==> src/bvl_pkg.sv <==
// package: shared codes, field widths and cell control types for the value list
`timescale 1ns / 1ps

package bvl_pkg;

  localparam int REQ_W       = 2;
  localparam int VALUE_IN_W  = 32;
  localparam int INDEX_W     = 6;
  localparam int STATUS_W    = 2;
  localparam int POS_OUT_W   = 6;
  localparam int COUNT_OUT_W = 7;

  typedef enum logic [REQ_W-1:0] {
    OP_APPEND = 2'd0,
    OP_READ   = 2'd1,
    OP_FIND   = 2'd2,
    OP_ERASE  = 2'd3
  } op_t;

  typedef enum logic [STATUS_W-1:0] {
    ST_OK      = 2'd0,
    ST_FULL    = 2'd1,
    ST_RANGE   = 2'd2,
    ST_MISSING = 2'd3
  } status_t;

  typedef struct packed {
    logic active;
    logic found;
    logic rd_hit;
  } wave_ctl_t;

endpackage

==> src/bvl_cell.sv <==
// list cell: one stored entry plus the registered stage of the request wave
`timescale 1ns / 1ps

module bvl_cell import bvl_pkg::*; #(
  parameter int VALUE_WIDTH = 32,
  parameter int POS_WIDTH   = 6,
  parameter int COUNT_WIDTH = 7,
  parameter int CELL_POS    = 0
) (
  input  logic                   clk,
  input  logic                   rst,
  input  op_t                    op,
  input  logic [VALUE_WIDTH-1:0] val,
  input  logic [INDEX_W-1:0]     index,
  input  logic [COUNT_WIDTH-1:0] count,
  input  wave_ctl_t              ctl_in,
  input  logic [POS_WIDTH-1:0]   pos_in,
  input  logic [VALUE_WIDTH-1:0] data_in,
  input  logic [VALUE_WIDTH-1:0] next_entry,
  output wave_ctl_t              ctl_out,
  output logic [POS_WIDTH-1:0]   pos_out,
  output logic [VALUE_WIDTH-1:0] data_out,
  output logic [VALUE_WIDTH-1:0] entry
);

  localparam bit IDX_REACH = (CELL_POS < (1 << INDEX_W));

  logic in_list;
  logic at_end;
  logic has_next;
  logic idx_hit;
  logic match;
  logic rd_here;

  assign in_list  = COUNT_WIDTH'(CELL_POS) < count;
  assign at_end   = COUNT_WIDTH'(CELL_POS) == count;
  assign has_next = COUNT_WIDTH'(CELL_POS + 1) < count;
  assign idx_hit  = IDX_REACH && (index == INDEX_W'(CELL_POS));
  assign match    = in_list && !ctl_in.found && (entry == val) &&
                    ((op == OP_FIND) || (op == OP_ERASE));
  assign rd_here  = (op == OP_READ) && in_list && idx_hit;

  // entry storage: append at the tail, close the gap on erase
  always_ff @(posedge clk) begin
    if (ctl_in.active) begin
      if ((op == OP_APPEND) && at_end) begin
        entry <= val;
      end else if ((op == OP_ERASE) && (ctl_in.found || match) && has_next) begin
        entry <= next_entry;
      end
    end
  end

  always_ff @(posedge clk) begin
    if (rst) begin
      ctl_out <= '0;
    end else begin
      ctl_out.active <= ctl_in.active;
      ctl_out.found  <= ctl_in.found || match;
      ctl_out.rd_hit <= ctl_in.rd_hit || rd_here;
    end
  end

  always_ff @(posedge clk) begin
    pos_out  <= match ? POS_WIDTH'(CELL_POS) : pos_in;
    data_out <= rd_here ? entry : data_in;
  end

endmodule

==> config.mk <==
export PLATFORM = sky130hd
export DESIGN_NAME = bvl_cell
export DESIGN_NICKNAME = d
export VERILOG_FILES = /design/src/bvl_pkg.sv /design/src/bvl_cell.sv
export SDC_FILE = /design/constraint.sdc
export NUM_CORES = 1
export LEC_CHECK = 0
export ABC_AREA = 1
export ABC_CLOCK_PERIOD_IN_PS = 4800
export BUFFER_PORTS_ARGS = -buffer_cell sky130_fd_sc_hd__buf_2
export CORE_AREA = 2 2 89 91
export DETAILED_ROUTE_END_ITERATION = 7
export DIE_AREA = 0 0 91 93
export GPL_TIMING_DRIVEN = 0
export PLACE_DENSITY = 0.85
export SETUP_SLACK_MARGIN = 0.5
export SLEW_MARGIN = 5
export SYNTH_ARGS = -nofsm -noshare
export SYNTH_HDL_FRONTEND = slang
export SYNTH_SLANG_ARGS = --single-unit
export TNS_END_PERCENT = 20
==> constraint.sdc <==
create_clock -name clk -period 4.8 [get_ports clk]
set_input_delay 0.24 -clock clk [delete_from_list [all_inputs] [get_ports clk]]
set_output_delay 0.24 -clock clk [all_outputs]
set_load 0.02 [all_outputs]
==> flow_metrics.py, run 1 <==
metrics = {
    "cells_and_area": {
        "n_antenna_cell": 0,
        "fin_nets": 752,
        "syn_to_final_growth_pct": 38.0,
        "fin_util_pct": 64.1,
        "fillers": 692,
        "drive_gt1_share_pct": 37.6,
    },
    "global_route": {
        "grt_pass1_vias": 3623,
        "grt_first_pass_wirelength_um": 17700,
        "grt_overflow_total": 0,
        "antenna_found_initial": 0,
        "track_usage_pct": 27.0,
        "grt_max_degree": 19,
    },
    "detailed_routing": {
        "via_per_inst": 4.88,
        "drc_errors": 0,
        "routed_wirelength_um": 11500,
        "first_iter_violations": 156,
        "vias": 3595,
        "ant_nets": 0,
        "firstDrtPassIters": 5,
        "detail_route.wl_per_cell_um": 15.5,
    },
    "die": {
        "fp.dieH_um": 93,
        "rows": 32,
        "core_um2": 7530,
        "start_util_pct": 46.5,
        "dieArea_um2": 8460,
        "ioPinCount": 195,
        "die_x_um": 91,
    },
    "synthesis": {
        "synth_area_leaders": "edfxtp_1 (27%), dfxtp_1 (23%), nand2_1 (13%), inv_1 (7.4%), o21ai_0 (6.7%)",
        "postSynthCellCount": 424,
        "synthTopCellsByCount": "nand2_1 (125), inv_1 (69), o21ai_0 (47)",
        "synth_edf_count": 32,
        "synth_top_area_share_pct": 27.5,
        "synth.most_common_cell": "nand2_1",
        "ys_ff_latch": 73,
        "yosysUniqueCellTypes": 27,
        "ys_seq_area_share_pct": 50.9,
        "yosysTopAreaCell": "edfxtp_1",
        "synth_ff_type": "dfxtp_1",
        "syn_nets": 546,
        "ys_warn_count": 0,
        "synth_area_um2": 3500,
        "synth-async-reset-ratio_pct": 0,
        "syn_area_per_cell_um2": 8.25,
    },
    "sta": {
        "fmax_mhz": 403,
        "drv_slew": 0,
        "setup_tns_ns": 0,
        "rsz0062_at_grt": "false",
        "clock_skew_ns": 0.00794,
        "period_share_pct": 51.7,
        "slew-limit-headroom_pct": 57.4,
        "finalHoldViolations": 0,
        "finalSetupViolCount": 0,
        "min_period_ns": 2.48,
        "tightest_slew_ns": 0.637,
    },
    "worst_setup_path": {
        "reg2reg_depth": 10,
        "arrival_ns": 2.53,
        "worstSetupStartpointType": "flip-flop",
        "r2r_end": "entry[14]",
        "reg2reg_from": "entry[24]",
        "critPathKind": "flip-flop to flip-flop",
        "end_kind": "flip-flop",
        "reg2reg_slack_ns": 2.32,
        "cp.required_ns": 4.85,
        "crit_fanout": 18,
    },
    "placed_design": {
        "portBuffers": 194,
        "dp_hpwl_um": 9210,
        "gp_congestion": 0.823,
    },
    "clock_tree": {
        "cts_tree": "yes",
        "ctsResizeCount": 0,
        "insertion_delay_ns": 0.34,
        "cts_root_buffer": "clkbuf_8",
        "holdBufCountCts": 0,
        "h-tree-depth": 3,
        "clockBufferDepth": 2,
        "clk_pin_slew_ns": 0.08,
        "post_cts_buffers": 0,
        "clkSinkCount": 73,
        "cts_made_buffers": 9,
    },
    "hold_path": {
        "hold_depth": 3,
        "min_to": "data_out[12]",
        "holdCritStartpoint": "data_in[12]",
        "hold_path_class": "input pin to flip-flop",
    },
    "power": {
        "p_per_area_nw_per_um2": 282,
        "leakagePower_nw": 2.64,
        "vdd_drop_max_mv": 0.138,
    },
    "job": {
        "cap_violations": 0,
    },
    "outcome": {
        "status": "completed",
    },
}
-- metal layers --
layer  global-route usage [%]  wire length, um  part of all wire (%)
met1                     32.2             4540                    40
met2                     49.0             5860                    51
met3                     4.59              840                   7.3
met4                     9.60              210                   1.8
met5                        0                0                     0
-- per-stage QoR --
stage | total power (W) | std cells | instance area (um2) | worst slack (ns) | hold WS [ns]
floorplan | 0.000808 | 424 | 3500 | 1.62 | 0.309
global placement | 0.000905 | 720 | 4600 | 0.712 | 0.439
detailed placement | 0.000914 | 721 | 4630 | 2.36 | 0.449
CTS | 0.00137 | 737 | 4820 | 2.32 | 0.0881
global route | 0.00142 | 737 | 4820 | 2.16 | 0.0941
finish | 0.00136 | 737 | 4820 | 2.32 | 0.0953
-- state kept, by name, summed over array words and instances (netlist names) --
| signal | count |
|---|---|
| ctl_out | 3 |
| data_out | 32 |
| entry | 32 |
| pos_out | 6 |
-- worst max-delay path by stage --
stage               startpoint         to  slack [ns]  cells past startpoint
floorplan             entry[8]   entry[0]        1.62                      9
global placement     entry[14]  entry[15]        0.71                      7
detailed placement   entry[24]   entry[7]        2.36                     10
CTS                  entry[24]  entry[15]        2.32                     10
global route         entry[14]  entry[15]        2.16                      8
finish               entry[24]  entry[14]        2.32                     10
-- cell families after synthesis --
family / share of synthesized area, %
AOI/OAI and AO/OA: 8.87
xor gates and xnor gates: 2.50
buffers and inverters: 9.95
DFF: 50.9
muxes: 6.23
and+or+nand+nor: 21.5
-- cell usage in the layout, fill, tap and decap left out --
| master | Yosys | routed |
|---|---|---|
| a211oi_1 | 1 | 1 |
| a21oi_1 | 3 | 2 |
| a21oi_4 | 0 | 1 |
| and2_1 | 1 | 1 |
| buf_16 | 0 | 1 |
| buf_2 | 2 | 196 |
| buf_6 | 5 | 5 |
| clkbuf_1 | 5 | 5 |
| clkbuf_16 | 0 | 1 |
| clkbuf_8 | 0 | 9 |
| clkinv_2 | 0 | 3 |
| clkinv_4 | 0 | 3 |
| dfxtp_1 | 41 | 41 |
| edfxtp_1 | 32 | 32 |
| inv_1 | 69 | 69 |
| inv_2 | 1 | 1 |
| mux2_2 | 6 | 6 |
| mux2_4 | 10 | 10 |
| nand2_1 | 125 | 125 |
| nand2_2 | 1 | 1 |
| nand3_1 | 6 | 6 |
| nand3_2 | 1 | 1 |
| nand3b_1 | 2 | 2 |
| nand4_1 | 7 | 7 |
| nor2_1 | 31 | 31 |
| nor3_1 | 4 | 4 |
| nor3_2 | 1 | 1 |
| nor4_1 | 4 | 4 |
| o211ai_1 | 3 | 3 |
| o21ai_0 | 47 | 47 |
| o21ai_1 | 6 | 6 |
| xnor2_1 | 6 | 6 |
| xor2_1 | 4 | 4 |
-- power breakdown --
part | internal [W] | total (W) | leakage (nW) | switching, W
Clock | 0.000219 | 0.000460 | 0.101 | 0.000241
Combinational | 0.0000913 | 0.000212 | 1.90 | 0.000121
Sequential | 0.000676 | 0.000688 | 0.636 | 0.0000117
-- area by class of cell --
type | instances | area (um2) | area share (%)
multi-input combinational | 269 | 1380 | 28.6
timing repair buffer | 195 | 998 | 20.7
clock inverter | 6 | 41.3 | 0.856
clock buffer | 10 | 149 | 3.09
buffer | 12 | 85.1 | 1.76
inverter | 70 | 263 | 5.45
tap | 102 | 128 | 2.65
sequential | 73 | 1780 | 36.9
-- worst max-delay path, stage by stage, from the launching register on --
cell	delay [ns]
edfxtp_1	0.45
xnor2_1	0.29
nand2_1	0.10
nor2_1	0.10
nand2_1	0.07
nor2_1	0.08
nand3_1	0.13
nand2_1	0.09
nand2_1	0.09
a21oi_4	0.54
buf_16	0.25
Note: power is estimated with default switching activity, not from simulation.
==> run 2, diff against run 1 <==
Settings changed: ABC_AREA 1 to 0, ABC_CLOCK_PERIOD_IN_PS 4800 to 2000, CORE_AREA 2 2 89 91 to 2 2 95 97, DIE_AREA 0 0 91 93 to 0 0 97 99, PLACE_DENSITY 0.85 to 0.76.
Clock period 4.8 ns to 2 ns, I/O delays scaled along.
==> flow_metrics.py, run 2 <==
metrics = {
    "outcome": {
        "status": "complete, but fails checks",
        "violations": "negative setup slack",
    },
    "worst_setup_path": {
        "critPathKind": "flip-flop to flip-flop",
        "reg2reg_slack_ns": -0.05,
        "cp.required_ns": 2.06,
        "reg2reg_from": "entry[26]",
        "reg2reg_depth": 6,
        "r2r_end": "entry[22]",
        "worstSetupStartpointType": "flip-flop",
        "end_kind": "flip-flop",
        "arrival_ns": 2.11,
        "crit_fanout": 7,
    },
    "synthesis": {
        "synth_area_leaders": "edfxtp_1 (29%), dfxtp_1 (25%), mux2_4 (13%), mux2_2 (12%), xnor2_1 (8.6%)",
        "synth_area_um2": 3260,
        "ys_seq_area_share_pct": 54.7,
        "synthTopCellsByCount": "dfxtp_1 (41), mux2_2 (35), edfxtp_1 (32), xnor2_1 (32), mux2_4 (29)",
        "synth-async-reset-ratio_pct": 0,
        "yosysTopAreaCell": "edfxtp_1",
        "ys_ff_latch": 73,
        "synth_edf_count": 32,
        "syn_area_per_cell_um2": 14.5,
        "syn_nets": 347,
        "ys_warn_count": 0,
        "synth_top_area_share_pct": 29.5,
        "yosysUniqueCellTypes": 27,
        "postSynthCellCount": 225,
        "synth.most_common_cell": "dfxtp_1",
        "synth_ff_type": "dfxtp_1",
    },
    "placed_design": {
        "portBuffers": 194,
        "gp_congestion": 0.764,
        "dp_hpwl_um": 7190,
        "dpl_worst_slack_ns": -1.02,
    },
    "clock_tree": {
        "clk_pin_slew_ns": 0.09,
        "insertion_delay_ns": 0.35,
        "cts_root_buffer": "clkbuf_8",
        "clockBufferDepth": 2,
        "cts_made_buffers": 9,
        "h-tree-depth": 3,
        "clkSinkCount": 73,
        "cts_tree": "yes",
    },
    "die": {
        "ioPinCount": 195,
        "rows": 34,
        "fp.dieH_um": 99,
        "die_x_um": 97,
        "core_um2": 8550,
        "dieArea_um2": 9600,
        "start_util_pct": 38.1,
    },
    "detailed_routing": {
        "drc_errors": 0,
        "via_per_inst": 4.89,
        "detail_route.wl_per_cell_um": 17.5,
        "routed_wirelength_um": 10600,
        "ant_nets": 0,
        "first_iter_violations": 111,
        "vias": 2968,
        "firstDrtPassIters": 4,
    },
    "power": {
        "p_per_area_nw_per_um2": 614,
        "power_frac_clock_pct": 34.2,
        "vdd_drop_max_mv": 0.343,
        "leakagePower_nw": 2.69,
        "p_total_w": 0.00351,
        "p_int_w": 0.00264,
        "seq_power_share_pct": 47.2,
        "switching_share_pct": 24.8,
        "p_sw_w": 0.000870,
        "combPwrFrac_pct": 18.6,
    },
    "global_route": {
        "grt_pass1_vias": 3157,
        "grt_first_pass_wirelength_um": 15500,
        "antenna_found_initial": 0,
        "grt_max_degree": 14,
        "track_usage_pct": 20.7,
        "grt_overflow_total": 0,
    },
    "sta": {
        "finalSetupViolCount": 32,
        "setup_tns_ns": -1.22,
        "tightest_slew_ns": 0.361,
        "slew-limit-headroom_pct": 75.6,
        "finalHoldViolations": 0,
        "period_share_pct": 103,
        "fmax_mhz": 488,
        "min_period_ns": 2.05,
        "clock_skew_ns": 0.0182,
        "drv_slew": 0,
        "setup_ws_ns": -0.0501,
        "rsz0062_at_grt": "true",
        "whs_ns": 0.0446,
    },
    "hold_path": {
        "min_to": "entry[3]",
        "hold_path_class": "input pin to flip-flop",
        "hold_depth": 2,
        "holdCritStartpoint": "next_entry[3]",
    },
    "cells_and_area": {
        "layout_commonest_cell": "buf_2",
        "layout_common_cells": "buf_2 (192), mux2_4 (57), dfxtp_1 (41), dlygate4sd3_1 (41), edfxtp_1 (32)",
        "top_regs": "data_out: 32 flops, entry: 32 flops, pos_out: 6 flops",
        "fin_util_pct": 66.9,
        "drive_gt1_share_pct": 69.1,
        "n_antenna_cell": 0,
        "syn_to_final_growth_pct": 75.5,
        "fin_nets": 616,
    },
    "job": {
        "cap_violations": 0,
    },
}
==> run 2: worst max-delay path, stage by stage, from the launching register on <==
cell and delay (ns):
edfxtp_1 0.43, xnor2_2 0.22, nand3_1 0.12, nor4_2 0.33, nand3_2 0.20, o221ai_4 0.29
buf_12 0.17
==> run 2: cell families after synthesis <==
kind of cell	share of synthesized area, %
compound gates	1.11
mux	25.5
simple gates	8.10
xor+xnor	8.60
buf+inv	2.04
flops	54.7
==> run 2: power groups by stage <==
stage / combinational, W / sequential, W / clock (W)
after global placement: 0.000471 / 0.00168 / 0
after global routing: 0.000691 / 0.00166 / 0.00129
after floorplan: 0.000160 / 0.00177 / 0
after detailed placement: 0.000480 / 0.00169 / 0
after CTS: 0.000617 / 0.00166 / 0.00124
final: 0.000651 / 0.00166 / 0.00120
==> run 2: area by class of cell <==
cell class | count | area, um2
Fill cell | 643 | 2830
Multi-Input combinational cell | 144 | 1820
Sequential cell | 73 | 1780
Timing Repair Buffer | 257 | 1600
Buffer | 8 | 170
Clock buffer | 11 | 153
Tap cell | 108 | 135
Clock inverter | 5 | 53.8
Inverter | 1 | 3.75
==> run 2: how the worst max path moves through the flow <==
stage               from         to  slack, ns  depth (start not counted)
6_report       entry[26]  entry[22]      -0.05                          6
5_1_grt        entry[17]  entry[27]      -0.14                          6
4_1_cts         entry[9]  entry[19]      -0.03                          6
3_5_place_dp    count[3]  entry[13]      -1.02                          7
3_3_place_gp    count[3]   entry[7]      -0.96                          7
2_1_floorplan   count[3]   entry[0]      -0.49                          6
==> run 2: layer usage <==
metal	GRT usage, %	share of wire (%)	vias to the layer above
met5	0	0	-
met4	8.45	1.6	0
met3	4.47	5.2	19
met2	37.2	54	129
met1	24.1	39	1441
li1	-	-	1379
==> run 2: what timing repair did <==
action | in CTS | in global routing
cloned | 1 | 0
hold endpoints to repair | 40 | 1
setup endpoints to repair | 102 | 97
hold buffers | 40 | 1
buffers inserted | 18 | 4
gates resized for setup | 68 | 28
pin swaps | 15 | 16
==> run 2: per-stage QoR <==
stage               std cells  instance area [um2]
CTS                       602                 5550
finish                    607                 5720
global route              607                 5720
global placement          527                 4390
floorplan                 225                 3280
detailed placement        527                 4390
